===== config.mk =====
export PLATFORM = sky130hd
export DESIGN_NAME = hsv_fader_to_rgb_flat
export DESIGN_NICKNAME = d
export VERILOG_FILES = /design/src/rtl/hftr_pkg.sv /design/src/rtl/hftr_in_if.sv /design/src/rtl/hftr_out_if.sv /design/src/rtl/hsv_fader_to_rgb.sv /design/src/rtl/hftr_mul.sv /design/src/flat_wrapper.sv
export SDC_FILE = /design/constraint.sdc
export NUM_CORES = 1
export LEC_CHECK = 0
export BUFFER_PORTS_ARGS = -buffer_cell sky130_fd_sc_hd__clkbuf_2
export CAP_MARGIN = 0
export CORE_AREA = 3 3 146 184
export DETAILED_ROUTE_END_ITERATION = 12
export DIE_AREA = 0 0 149 187
export GPL_ROUTABILITY_DRIVEN = 1
export PLACE_DENSITY = 0.62
export SETUP_SLACK_MARGIN = 0.3
export SLEW_MARGIN = 20
export SYNTH_ARGS = -nofsm -noshare
export SYNTH_HDL_FRONTEND = slang
export SYNTH_HIERARCHICAL = 1
export SYNTH_SLANG_ARGS = --single-unit

===== constraint.sdc =====
create_clock -name clk -period 8.5 [get_ports clk]
set_clock_uncertainty 0.15 [all_clocks]
set_input_delay 0.85 -clock clk [delete_from_list [all_inputs] [get_ports clk]]
set_output_delay 0.85 -clock clk [all_outputs]
set_load 0.005 [all_outputs]

===== src/rtl/hftr_pkg.sv =====
`timescale 1ns / 1ps

package hftr_pkg;

    localparam int CHAN_W = 8;
    localparam int PROD_W = 2 * CHAN_W;
    localparam int CFG_IDX_W = 2;

    typedef logic [CHAN_W-1:0] chan_t;
    typedef logic [PROD_W-1:0] prod_t;
    typedef logic [CFG_IDX_W-1:0] cfg_idx_t;

    localparam cfg_idx_t CFG_SATURATION  = 2'd0;
    localparam cfg_idx_t CFG_HUE_LIMIT   = 2'd1;
    localparam cfg_idx_t CFG_LEVEL_LIMIT = 2'd2;

    localparam chan_t SATURATION_RST  = 8'd255;
    localparam chan_t HUE_LIMIT_RST   = 8'd191;
    localparam chan_t LEVEL_LIMIT_RST = 8'd255;

    localparam logic FUNC_FADE = 1'b0;
    localparam logic FUNC_LOAD = 1'b1;

endpackage


===== src/rtl/hftr_in_if.sv =====
`timescale 1ns / 1ps

interface hftr_in_if;
    logic                valid;
    logic                ready;
    logic                func;
    logic signed [7:0]   hue_step;
    logic signed [7:0]   level_step;
    hftr_pkg::chan_t     new_hue;
    hftr_pkg::chan_t     new_level;

    modport source (output valid, func, hue_step, level_step, new_hue, new_level,
                    input ready);
    modport sink   (input valid, func, hue_step, level_step, new_hue, new_level,
                    output ready);
endinterface


===== src/rtl/hftr_out_if.sv =====
`timescale 1ns / 1ps

interface hftr_out_if;
    logic            valid;
    logic            ready;
    hftr_pkg::chan_t red;
    hftr_pkg::chan_t green;
    hftr_pkg::chan_t blue;
    logic            lit;

    modport source (output valid, red, green, blue, lit, input ready);
    modport sink   (input valid, red, green, blue, lit, output ready);
endinterface


===== src/rtl/hsv_fader_to_rgb.sv =====
`timescale 1ns / 1ps

// Channel   Dir  Handshake     Payload
// fade_in   in   valid/ready   func, hue_step, level_step, new_hue, new_level
// rgb_out   out  valid/ready   red, green, blue, lit
// cfg       in   cfg_we        cfg_index (2b), cfg_data (8b), no read-back
//
// For each item, the accept cycle updates hue and level, then three products
// (floor, up ramp, down ramp) pass one after another through the single
// registered 8x8 multiplier, and the FIN state loads rgb_out.
// fade_in.ready is high only in IDLE; a stalled rgb_out holds its item and the
// next result waits in FIN until the slot frees. rst_n is asynchronous; it clears
// the sequencer and output valid and restores the register defaults.
module hsv_fader_to_rgb (
    input  logic                clk,
    input  logic                rst_n,
    hftr_in_if.sink             fade_in,
    hftr_out_if.source          rgb_out,
    input  logic                cfg_we,
    input  hftr_pkg::cfg_idx_t  cfg_index,
    input  hftr_pkg::chan_t     cfg_data
);

    typedef enum logic [5:0] {
        ST_IDLE = 6'b000001,
        ST_MUL0 = 6'b000010,   // level * (255 - sat)
        ST_MUL1 = 6'b000100,   // offset * amp, latch floor
        ST_MUL2 = 6'b001000,   // (63 - offset) * amp, latch up
        ST_MUL3 = 6'b010000,   // latch down
        ST_FIN  = 6'b100000    // load output register
    } state_t;

    state_t state_reg, state_next;

    hftr_pkg::chan_t saturation_reg, hue_limit_reg, level_limit_reg;
    hftr_pkg::chan_t hue_reg, level_reg;
    logic            lit_reg;
    hftr_pkg::chan_t floor_reg, up_reg, down_reg;

    logic            out_valid_reg;
    hftr_pkg::chan_t red_reg, green_reg, blue_reg;
    logic            out_lit_reg;

    hftr_pkg::chan_t mul_a, mul_b;
    hftr_pkg::prod_t mul_p;

    logic            in_fire;
    logic            out_free;

    // Next hue / level / lit from the incoming item
    logic signed [9:0] hsum, lsum;
    logic signed [9:0] hue_lim_s, lvl_lim_s;
    hftr_pkg::chan_t   hue_new, level_new;
    logic              lit_new;

    hftr_pkg::chan_t   floor_now, amp_now, amp_reg_view, ramp_now;
    hftr_pkg::chan_t   red_sel, green_sel, blue_sel;

    assign in_fire  = fade_in.valid && fade_in.ready;
    assign out_free = !out_valid_reg || rgb_out.ready;
    assign fade_in.ready = (state_reg == ST_IDLE);

    always_comb
    begin
        hsum      = $signed({2'b00, hue_reg}) + 10'(fade_in.hue_step);
        lsum      = $signed({2'b00, level_reg}) + 10'(fade_in.level_step);
        hue_lim_s = $signed({2'b00, hue_limit_reg});
        lvl_lim_s = $signed({2'b00, level_limit_reg});
        if (fade_in.func == hftr_pkg::FUNC_LOAD)
        begin
            hue_new   = fade_in.new_hue;
            level_new = fade_in.new_level;
            lit_new   = (fade_in.new_level != 8'd0);
        end
        else
        begin
            // wrap past the limit, then modulo 256
            if (hsum > hue_lim_s)
                hue_new = 8'(hsum - hue_lim_s);
            else
                hue_new = hsum[7:0];
            if (fade_in.level_step > 8'sd0)
            begin
                level_new = (lsum <= lvl_lim_s) ? lsum[7:0] : level_limit_reg;
                lit_new   = 1'b1;
            end
            else if (lsum > 10'sd0)
            begin
                level_new = lsum[7:0];
                lit_new   = 1'b1;
            end
            else
            begin
                level_new = 8'd0;
                lit_new   = 1'b0;
            end
        end
    end

    // Shared multiplier operand select
    assign floor_now    = mul_p[15:8];
    assign amp_now      = level_reg - floor_now;
    assign amp_reg_view = level_reg - floor_reg;
    assign ramp_now     = mul_p[13:6] + floor_reg;

    always_comb
    begin
        case (state_reg)
            ST_MUL0:
            begin
                mul_a = level_reg;
                mul_b = ~saturation_reg;
            end
            ST_MUL1:
            begin
                mul_a = {2'b00, hue_reg[5:0]};
                mul_b = amp_now;
            end
            ST_MUL2:
            begin
                mul_a = {2'b00, ~hue_reg[5:0]};
                mul_b = amp_reg_view;
            end
            default:
            begin
                mul_a = 8'd0;
                mul_b = 8'd0;
            end
        endcase
    end

    hftr_mul u_mul (
        .clk (clk),
        .a   (mul_a),
        .b   (mul_b),
        .p   (mul_p)
    );

    // Section routing; hues 128 and up use the third section
    always_comb
    begin
        case (hue_reg[7:6])
            2'd0:
            begin
                red_sel = down_reg; green_sel = up_reg; blue_sel = floor_reg;
            end
            2'd1:
            begin
                red_sel = floor_reg; green_sel = down_reg; blue_sel = up_reg;
            end
            default:
            begin
                red_sel = up_reg; green_sel = floor_reg; blue_sel = down_reg;
            end
        endcase
    end

    always_comb
    begin
        case (state_reg)
            ST_IDLE: state_next = in_fire ? ST_MUL0 : ST_IDLE;
            ST_MUL0: state_next = ST_MUL1;
            ST_MUL1: state_next = ST_MUL2;
            ST_MUL2: state_next = ST_MUL3;
            ST_MUL3: state_next = ST_FIN;
            ST_FIN:  state_next = out_free ? ST_IDLE : ST_FIN;
            default: state_next = ST_IDLE;
        endcase
    end

    always_ff @(posedge clk or negedge rst_n)
    begin
        if (!rst_n)
        begin
            state_reg       <= ST_IDLE;
            saturation_reg  <= hftr_pkg::SATURATION_RST;
            hue_limit_reg   <= hftr_pkg::HUE_LIMIT_RST;
            level_limit_reg <= hftr_pkg::LEVEL_LIMIT_RST;
            hue_reg         <= 8'd0;
            level_reg       <= 8'd0;
            out_valid_reg   <= 1'b0;
        end
        else
        begin
            state_reg <= state_next;
            if (cfg_we)
            begin
                case (cfg_index)
                    hftr_pkg::CFG_SATURATION:  saturation_reg  <= cfg_data;
                    hftr_pkg::CFG_HUE_LIMIT:   hue_limit_reg   <= cfg_data;
                    hftr_pkg::CFG_LEVEL_LIMIT: level_limit_reg <= cfg_data;
                    default: ;
                endcase
            end
            if (in_fire)
            begin
                hue_reg   <= hue_new;
                level_reg <= level_new;
            end
            if (state_reg == ST_FIN && out_free)
                out_valid_reg <= 1'b1;
            else if (rgb_out.ready)
                out_valid_reg <= 1'b0;
        end
    end

    // Datapath registers, no reset needed
    always_ff @(posedge clk)
    begin
        if (in_fire)
            lit_reg <= lit_new;
        if (state_reg == ST_MUL1)
            floor_reg <= floor_now;
        if (state_reg == ST_MUL2)
            up_reg <= ramp_now;
        if (state_reg == ST_MUL3)
            down_reg <= ramp_now;
        if (state_reg == ST_FIN && out_free)
        begin
            red_reg     <= red_sel;
            green_reg   <= green_sel;
            blue_reg    <= blue_sel;
            out_lit_reg <= lit_reg;
        end
    end

    assign rgb_out.valid = out_valid_reg;
    assign rgb_out.red   = red_reg;
    assign rgb_out.green = green_reg;
    assign rgb_out.blue  = blue_reg;
    assign rgb_out.lit   = out_lit_reg;

endmodule


===== src/rtl/hftr_mul.sv =====
`timescale 1ns / 1ps

// Shared 8x8 unsigned multiplier, product registered.
module hftr_mul (
    input  logic            clk,
    input  hftr_pkg::chan_t a,
    input  hftr_pkg::chan_t b,
    output hftr_pkg::prod_t p
);

    hftr_pkg::prod_t p_reg;

    always_ff @(posedge clk)
    begin
        p_reg <= hftr_pkg::PROD_W'(a) * hftr_pkg::PROD_W'(b);
    end

    assign p = p_reg;

endmodule


===== src/flat_wrapper.sv =====
// flat-port wrapper written by rule: the top's interface ports become plain ports
module hsv_fader_to_rgb_flat 
  (clk, rst_n, cfg_we, cfg_index, cfg_data, fade_in_valid, fade_in_func, fade_in_hue_step, fade_in_level_step, fade_in_new_hue, fade_in_new_level, fade_in_ready, rgb_out_valid, rgb_out_red, rgb_out_green, rgb_out_blue, rgb_out_lit, rgb_out_ready);
  hftr_in_if fade_in_i ();
  hftr_out_if rgb_out_i ();
  input  logic clk;
  input  logic rst_n;
  input  logic cfg_we;
  input  hftr_pkg::cfg_idx_t cfg_index;
  input  hftr_pkg::chan_t cfg_data;
  input wire logic [$bits(fade_in_i.valid)-1:0] fade_in_valid;
  input wire logic [$bits(fade_in_i.func)-1:0] fade_in_func;
  input wire logic [$bits(fade_in_i.hue_step)-1:0] fade_in_hue_step;
  input wire logic [$bits(fade_in_i.level_step)-1:0] fade_in_level_step;
  input wire logic [$bits(fade_in_i.new_hue)-1:0] fade_in_new_hue;
  input wire logic [$bits(fade_in_i.new_level)-1:0] fade_in_new_level;
  output wire logic [$bits(fade_in_i.ready)-1:0] fade_in_ready;
  output wire logic [$bits(rgb_out_i.valid)-1:0] rgb_out_valid;
  output wire logic [$bits(rgb_out_i.red)-1:0] rgb_out_red;
  output wire logic [$bits(rgb_out_i.green)-1:0] rgb_out_green;
  output wire logic [$bits(rgb_out_i.blue)-1:0] rgb_out_blue;
  output wire logic [$bits(rgb_out_i.lit)-1:0] rgb_out_lit;
  input wire logic [$bits(rgb_out_i.ready)-1:0] rgb_out_ready;
  assign fade_in_i.valid = fade_in_valid;
  assign fade_in_i.func = fade_in_func;
  assign fade_in_i.hue_step = fade_in_hue_step;
  assign fade_in_i.level_step = fade_in_level_step;
  assign fade_in_i.new_hue = fade_in_new_hue;
  assign fade_in_i.new_level = fade_in_new_level;
  assign fade_in_ready = fade_in_i.ready;
  assign rgb_out_valid = rgb_out_i.valid;
  assign rgb_out_red = rgb_out_i.red;
  assign rgb_out_green = rgb_out_i.green;
  assign rgb_out_blue = rgb_out_i.blue;
  assign rgb_out_lit = rgb_out_i.lit;
  assign rgb_out_i.ready = rgb_out_ready;
  hsv_fader_to_rgb u_core (.clk(clk), .rst_n(rst_n), .fade_in(fade_in_i), .rgb_out(rgb_out_i), .cfg_we(cfg_we), .cfg_index(cfg_index), .cfg_data(cfg_data));
endmodule

==> results of run 1 <==
-- timing repair --
action | 4_1_cts | 5_1_grt
gates resized for setup | 0 | 1
buffers inserted | 0 | 0
setup endpoints to repair | 0 | 1
-- power by group --
part	switching (W)	internal, W	total, W	leakage [nW]
Sequential	0.0000872	0.000655	0.000743	1.05
Clock	0.000193	0.000234	0.000427	0.147
Combinational	0.000773	0.000569	0.00134	3.30
-- final timing paths --
check                                       to  slack [ns]  depth (start not counted)
max                         u_core/u_mul/p[11]        0.83                         25
max reg2reg                 u_core/u_mul/p[11]        0.83                         25
min reg2reg                 u_core/rgb_out.lit        0.28                          0
min                         u_core/rgb_out.lit        0.28                          0
max in group asynchronous    u_core/hue_reg[7]        7.34                          2
min in group asynchronous  u_core/level_reg[7]        0.45                          2
-- cells in the final DEF, fill, tap and decap left out, types with 24 or more instances in the layout --
cell type  instances
inv_1             92
ha_1              84
nand2_1           75
clkbuf_2          74
edfxtp_1          50
and2_1            49
o21ai_0           47
a21oi_1           42
fa_1              41
mux2i_1           37
nor2_1            30
xnor2_1           26
mux2_2            24
dfstp_2           24
-- metrics by stage --
| stage | area (sq um) | total power, W | worst slack [ns] | cells |
|---|---|---|---|---|
| after floorplan | 8660 | 0.00176 | 1.31 | 865 |
| after global placement | 9440 | 0.00206 | 0.955 | 1264 |
| after detailed placement | 9450 | 0.00208 | 0.819 | 1264 |
| after CTS | 9750 | 0.00252 | 0.800 | 1280 |
| after global routing | 9750 | 0.00271 | 0.329 | 1280 |
| final | 9750 | 0.00251 | 0.827 | 1280 |
-- cell type report --
cell class,instances,area share [%]
multi-input combinational,645,54.7
sequential,107,29.8
timing repair buffer,83,4.49
tap,335,4.30
inverter,94,3.62
clock buffer,11,2.39
clock inverter,5,0.693
-- per-layer routing --
layer | GRT usage [%] | vias up | wire length, um
li1 | - | 3207 | -
met1 | 18.9 | 3121 | 8900
met2 | 25.5 | 134 | 10100
met3 | 1.65 | 24 | 652
met4 | 4.79 | 0 | 496
met5 | 0 | - | 0
-- worst max-delay path, stage by stage, from the launching register on --
cell,delay (ns)
dfrtp_1,0.40
or4_1,0.59
or3b_2,0.69
a21oi_1,0.29
ha_1,0.27
nor2b_1,0.12
o21ai_0,0.20
a21boi_0,0.15
o21ai_0,0.23
a21oi_1,0.12
or4_1,0.51
o211ai_1,0.26
nand2_1,0.16
fa_1,0.54
fa_1,0.54
inv_1,0.05
fa_1,0.55
inv_1,0.06
fa_1,0.53
inv_1,0.04
ha_1,0.35
a21o_1,0.21
a21oi_2,0.14
nand2_1,0.09
a31oi_1,0.21
xnor2_1,0.15
==> impl_metrics.py, run 1 <==
metrics = {
    "run_status": {
        "status": "complete, no violations",
    },
    "route": {
        "via_count": 6486,
        "vias_per_cell": 5.07,
        "drt_iter0_drc": 348,
        "routed_wl_um": 20200,
        "drc": 0,
        "drtPass1Iterations": 5,
        "wire_per_inst_um": 15.8,
        "ant_nets": 0,
    },
    "synthesis": {
        "syn_nets": 1038,
        "synthCells": 865,
        "synthesis.area_sq_um": 8660,
        "syn_avg_cell_area_sq_um": 10.0,
        "yosys_warnings": 6,
    },
    "sta": {
        "hold_viol_final": 0,
        "period_needed_ns": 7.67,
        "tightestPinTransition_ns": 1.11,
        "slew_violations": 0,
        "finalCritPeriodShare_pct": 90.3,
        "setup_tns_ns": 0,
        "holdWs_ns": 0.278,
        "relSlewSlack_pct": 25.5,
        "rsz0062_at_grt": "no",
        "fmax_ghz": 0.130,
        "setup-violations-final": 0,
    },
    "flow_run": {
        "cap_violations": 0,
    },
    "pwr": {
        "leakagePower_nw": 4.50,
        "vdd_drop_max_v": 0.000127,
        "power_density_nw_per_um2": 258,
    },
    "placement": {
        "gp_congestion": 0.852,
        "portBuffers": 74,
        "hpwl_um": 16100,
    },
    "cells_and_area": {
        "seq_area_sq_um": 2910,
        "area_delta_synth_final_pct": 12.6,
        "multi_input_area_sq_um": 5330,
        "final_util_pct": 38.7,
        "final_layout_size_suffix_gt1_share_pct": 17.6,
        "n_antenna_cell": 0,
        "largest_reg_flops": 10,
        "layout.nets": 1113,
        "fill_cells": 2473,
    },
    "worst_setup_path": {
        "crit-reg2reg-launch": "u_core/state_reg[1]",
        "cp_data_required_time_ns": 8.63,
        "startpoint": "u_core/state_reg[1]",
        "cp-start-kind": "flip-flop",
        "path_max_fanout": 17,
        "crit_type": "reg2reg",
        "endpoint_kind": "flip-flop",
        "arrival_ns": 7.80,
    },
    "cts": {
        "cts.path.max_buffers": 2,
        "h-tree-depth": 3,
        "clk_latency_ns": 0.35,
        "clk_pin_slew_worst_paths_ns": 0.08,
        "numCtsBuffers": 9,
        "cts-root-buf": "clkbuf_16",
        "cts_hold_buf": 0,
        "cts.sinks": 107,
        "tritoncts": "yes",
    },
    "floorplanning": {
        "die_w_um": 149,
        "core-area_sq_um": 25200,
        "rows": 65,
        "dieArea_sq_um": 27900,
        "io_pins": 75,
        "die_y_um": 187,
        "initial_utilization_pct": 34.3,
    },
    "grt": {
        "grt_max_degree": 52,
        "antenna_found_initial": 0,
        "grt_pass1_vias": 6485,
        "grt_pass1_wl_um": 33200,
        "grt.overflow.total": 0,
        "track_usage_pct": 14.7,
    },
    "min_path": {
        "hp-start": "u_core/lit_reg",
        "min_path_type": "reg2reg",
    },
}
No activity file was read; power rests on OpenSTA's default activity.
==> run 2, diff against run 1 <==
==> constraint.sdc (replaced) <==
create_clock -name clk -period 8.5 [get_ports clk]
set_clock_uncertainty 0.15 [all_clocks]
set_input_delay 0.425 -clock clk [delete_from_list [all_inputs] [get_ports clk]]
set_output_delay 0.425 -clock clk [all_outputs]
set_load 0.005 [all_outputs]
==> run 2 against run 1 <==
Net effect:
- routed wire length up 0.35%
- total power down 0.78%
- clock power down 4%
- critical path type unchanged
- critical endpoint unchanged
- largest power group unchanged
- highest routed layer unchanged
==> impl_metrics.py, run 2 (same netlist as run 1, synthesis figures left out) <==
metrics = {
    "run_status": {
        "status": "complete, no violations",
    },
    "cells_and_area": {
        "largest_reg_flops": 10,
        "fill_cells": 2520,
        "n_antenna_cell": 0,
        "area_delta_synth_final_pct": 12.5,
        "final_layout_size_suffix_gt1_share_pct": 17.7,
        "layout.nets": 1114,
        "layout_commonest_cell": "inv_1",
        "stdcell_area_sq_um": 9740,
        "final_cell_mix": "inv_1 (92), ha_1 (84), nand2_1 (75)",
    },
    "sta": {
        "fmax_ghz": 0.130,
        "tightestPinTransition_ns": 1.09,
        "holdWs_ns": 0.0110,
        "finalCritPeriodShare_pct": 90.7,
        "setup_tns_ns": 0,
        "setup-violations-final": 0,
        "period_needed_ns": 7.71,
        "relSlewSlack_pct": 26.9,
        "slew_violations": 0,
        "rsz0062_at_grt": "no",
        "hold_viol_final": 0,
    },
    "placement": {
        "hpwl_um": 16100,
        "gp_congestion": 0.847,
        "placed_cell_area_sq_um": 9450,
        "portBuffers": 74,
    },
    "pwr": {
        "power_density_nw_per_um2": 256,
        "vdd_drop_max_v": 0.000133,
        "leakagePower_nw": 4.49,
    },
    "grt": {
        "antenna_found_initial": 0,
        "track_usage_pct": 14.9,
        "grt_pass1_wl_um": 33400,
        "grt.overflow.total": 0,
        "grt_pass1_vias": 6501,
        "grt_max_degree": 52,
    },
    "floorplanning": {
        "initial_utilization_pct": 34.3,
        "dieArea_sq_um": 27900,
        "core-area_sq_um": 25200,
        "die_y_um": 187,
        "rows": 65,
        "io_pins": 75,
        "die_w_um": 149,
    },
    "cts": {
        "cts.sinks": 107,
        "cts_resized": 0,
        "h-tree-depth": 3,
        "cts-root-buf": "clkbuf_16",
        "clk_latency_ns": 0.36,
        "tritoncts": "yes",
        "cts.path.max_buffers": 2,
        "post_cts_buffers": 0,
        "numCtsBuffers": 9,
        "clk_pin_slew_worst_paths_ns": 0.08,
        "cts_hold_buf": 0,
    },
    "worst_setup_path": {
        "cp_data_required_time_ns": 8.65,
        "crit_type": "reg2reg",
        "cp-start-kind": "flip-flop",
        "arrival_ns": 7.86,
        "path_max_fanout": 17,
        "rr_worst_depth": 25,
        "endpoint_kind": "flip-flop",
        "rrSetupSlack_ns": 0.79,
    },
    "route": {
        "wl_met2_um": 10300,
        "dr.max_layer_used": "met4",
        "dr_wl_met3_um": 723,
        "drc": 0,
        "wl_met1_um": 8730,
        "drt_iter0_drc": 394,
        "via_count": 6565,
        "drtPass1Iterations": 4,
        "vias_per_cell": 5.12,
        "wire_per_inst_um": 15.8,
        "ant_nets": 0,
        "routed_wl_um": 20200,
    },
    "min_path": {
        "min_path_type": "in2async",
    },
    "flow_run": {
        "cap_violations": 0,
    },
}
[run 2: through the flow]
step           cells  util [%]  setup slack, ns  total power [W]
3_5_place_dp    1265      37.5            0.839          0.00208
4_1_cts         1281      38.6            0.815          0.00250
3_3_place_gp    1265      37.5            0.953          0.00206
2_1_floorplan    865         -             1.31          0.00176
6_report        1281      38.6            0.787          0.00249
5_1_grt         1281      38.6            0.342          0.00270
[run 2: final timing paths]
check                                    startpoint                 endpoint
worst max register to register  u_core/state_reg[1]       u_core/u_mul/p[11]
worst max-delay path            u_core/state_reg[1]       u_core/u_mul/p[11]
worst min register to register       u_core/lit_reg       u_core/rgb_out.lit
worst min-delay path                          rst_n      u_core/level_reg[1]
max in group asynchronous                     rst_n        u_core/hue_reg[6]
min in group clk                        cfg_data[2]  u_core/hue_limit_reg[2]
[run 2: worst max-delay path, stage by stage (launching register included)]
cell and delay (ns):
dfrtp_1 0.40, or4_1 0.59, or3b_1 0.69, a21oi_1 0.34, ha_1 0.27, nor2b_1 0.12, o21ai_0 0.19, a21boi_0 0.15
o21ai_0 0.23, a21oi_1 0.12, or4_1 0.51, o211ai_1 0.27, nand2_1 0.16, fa_1 0.54, fa_1 0.54, inv_1 0.05
fa_1 0.55, inv_1 0.06, fa_1 0.53, inv_1 0.04, ha_1 0.35, a21o_1 0.21, a21oi_2 0.15, nand2_1 0.10
a31oi_1 0.21, xnor2_1 0.13
[run 2: final cells by class]
type                       count  area [sq um]  area share, %
inverter                      94           353           3.62
clock buffer                  10           229           2.35
multi-input combinational    645          5330           54.7
clock inverter                 6          58.8          0.604
sequential                   107          2910           29.9
tap                          335           419           4.30
timing repair buffer          84           445           4.57
[run 2: layer usage]
metal / vias to the layer above / track usage (%)
li1: 3224 / -
met1: 3170 / 18.6
met2: 144 / 26.2
met3: 27 / 1.79
met4: 0 / 5.21
met5: - / 0
[run 2: power by group]
part	total, W	internal [W]	switching (W)
registers	0.000741	0.000655	0.0000853
clock network	0.000412	0.000206	0.000206
logic	0.00134	0.000569	0.000771
total	0.00249	0.00143	0.00106
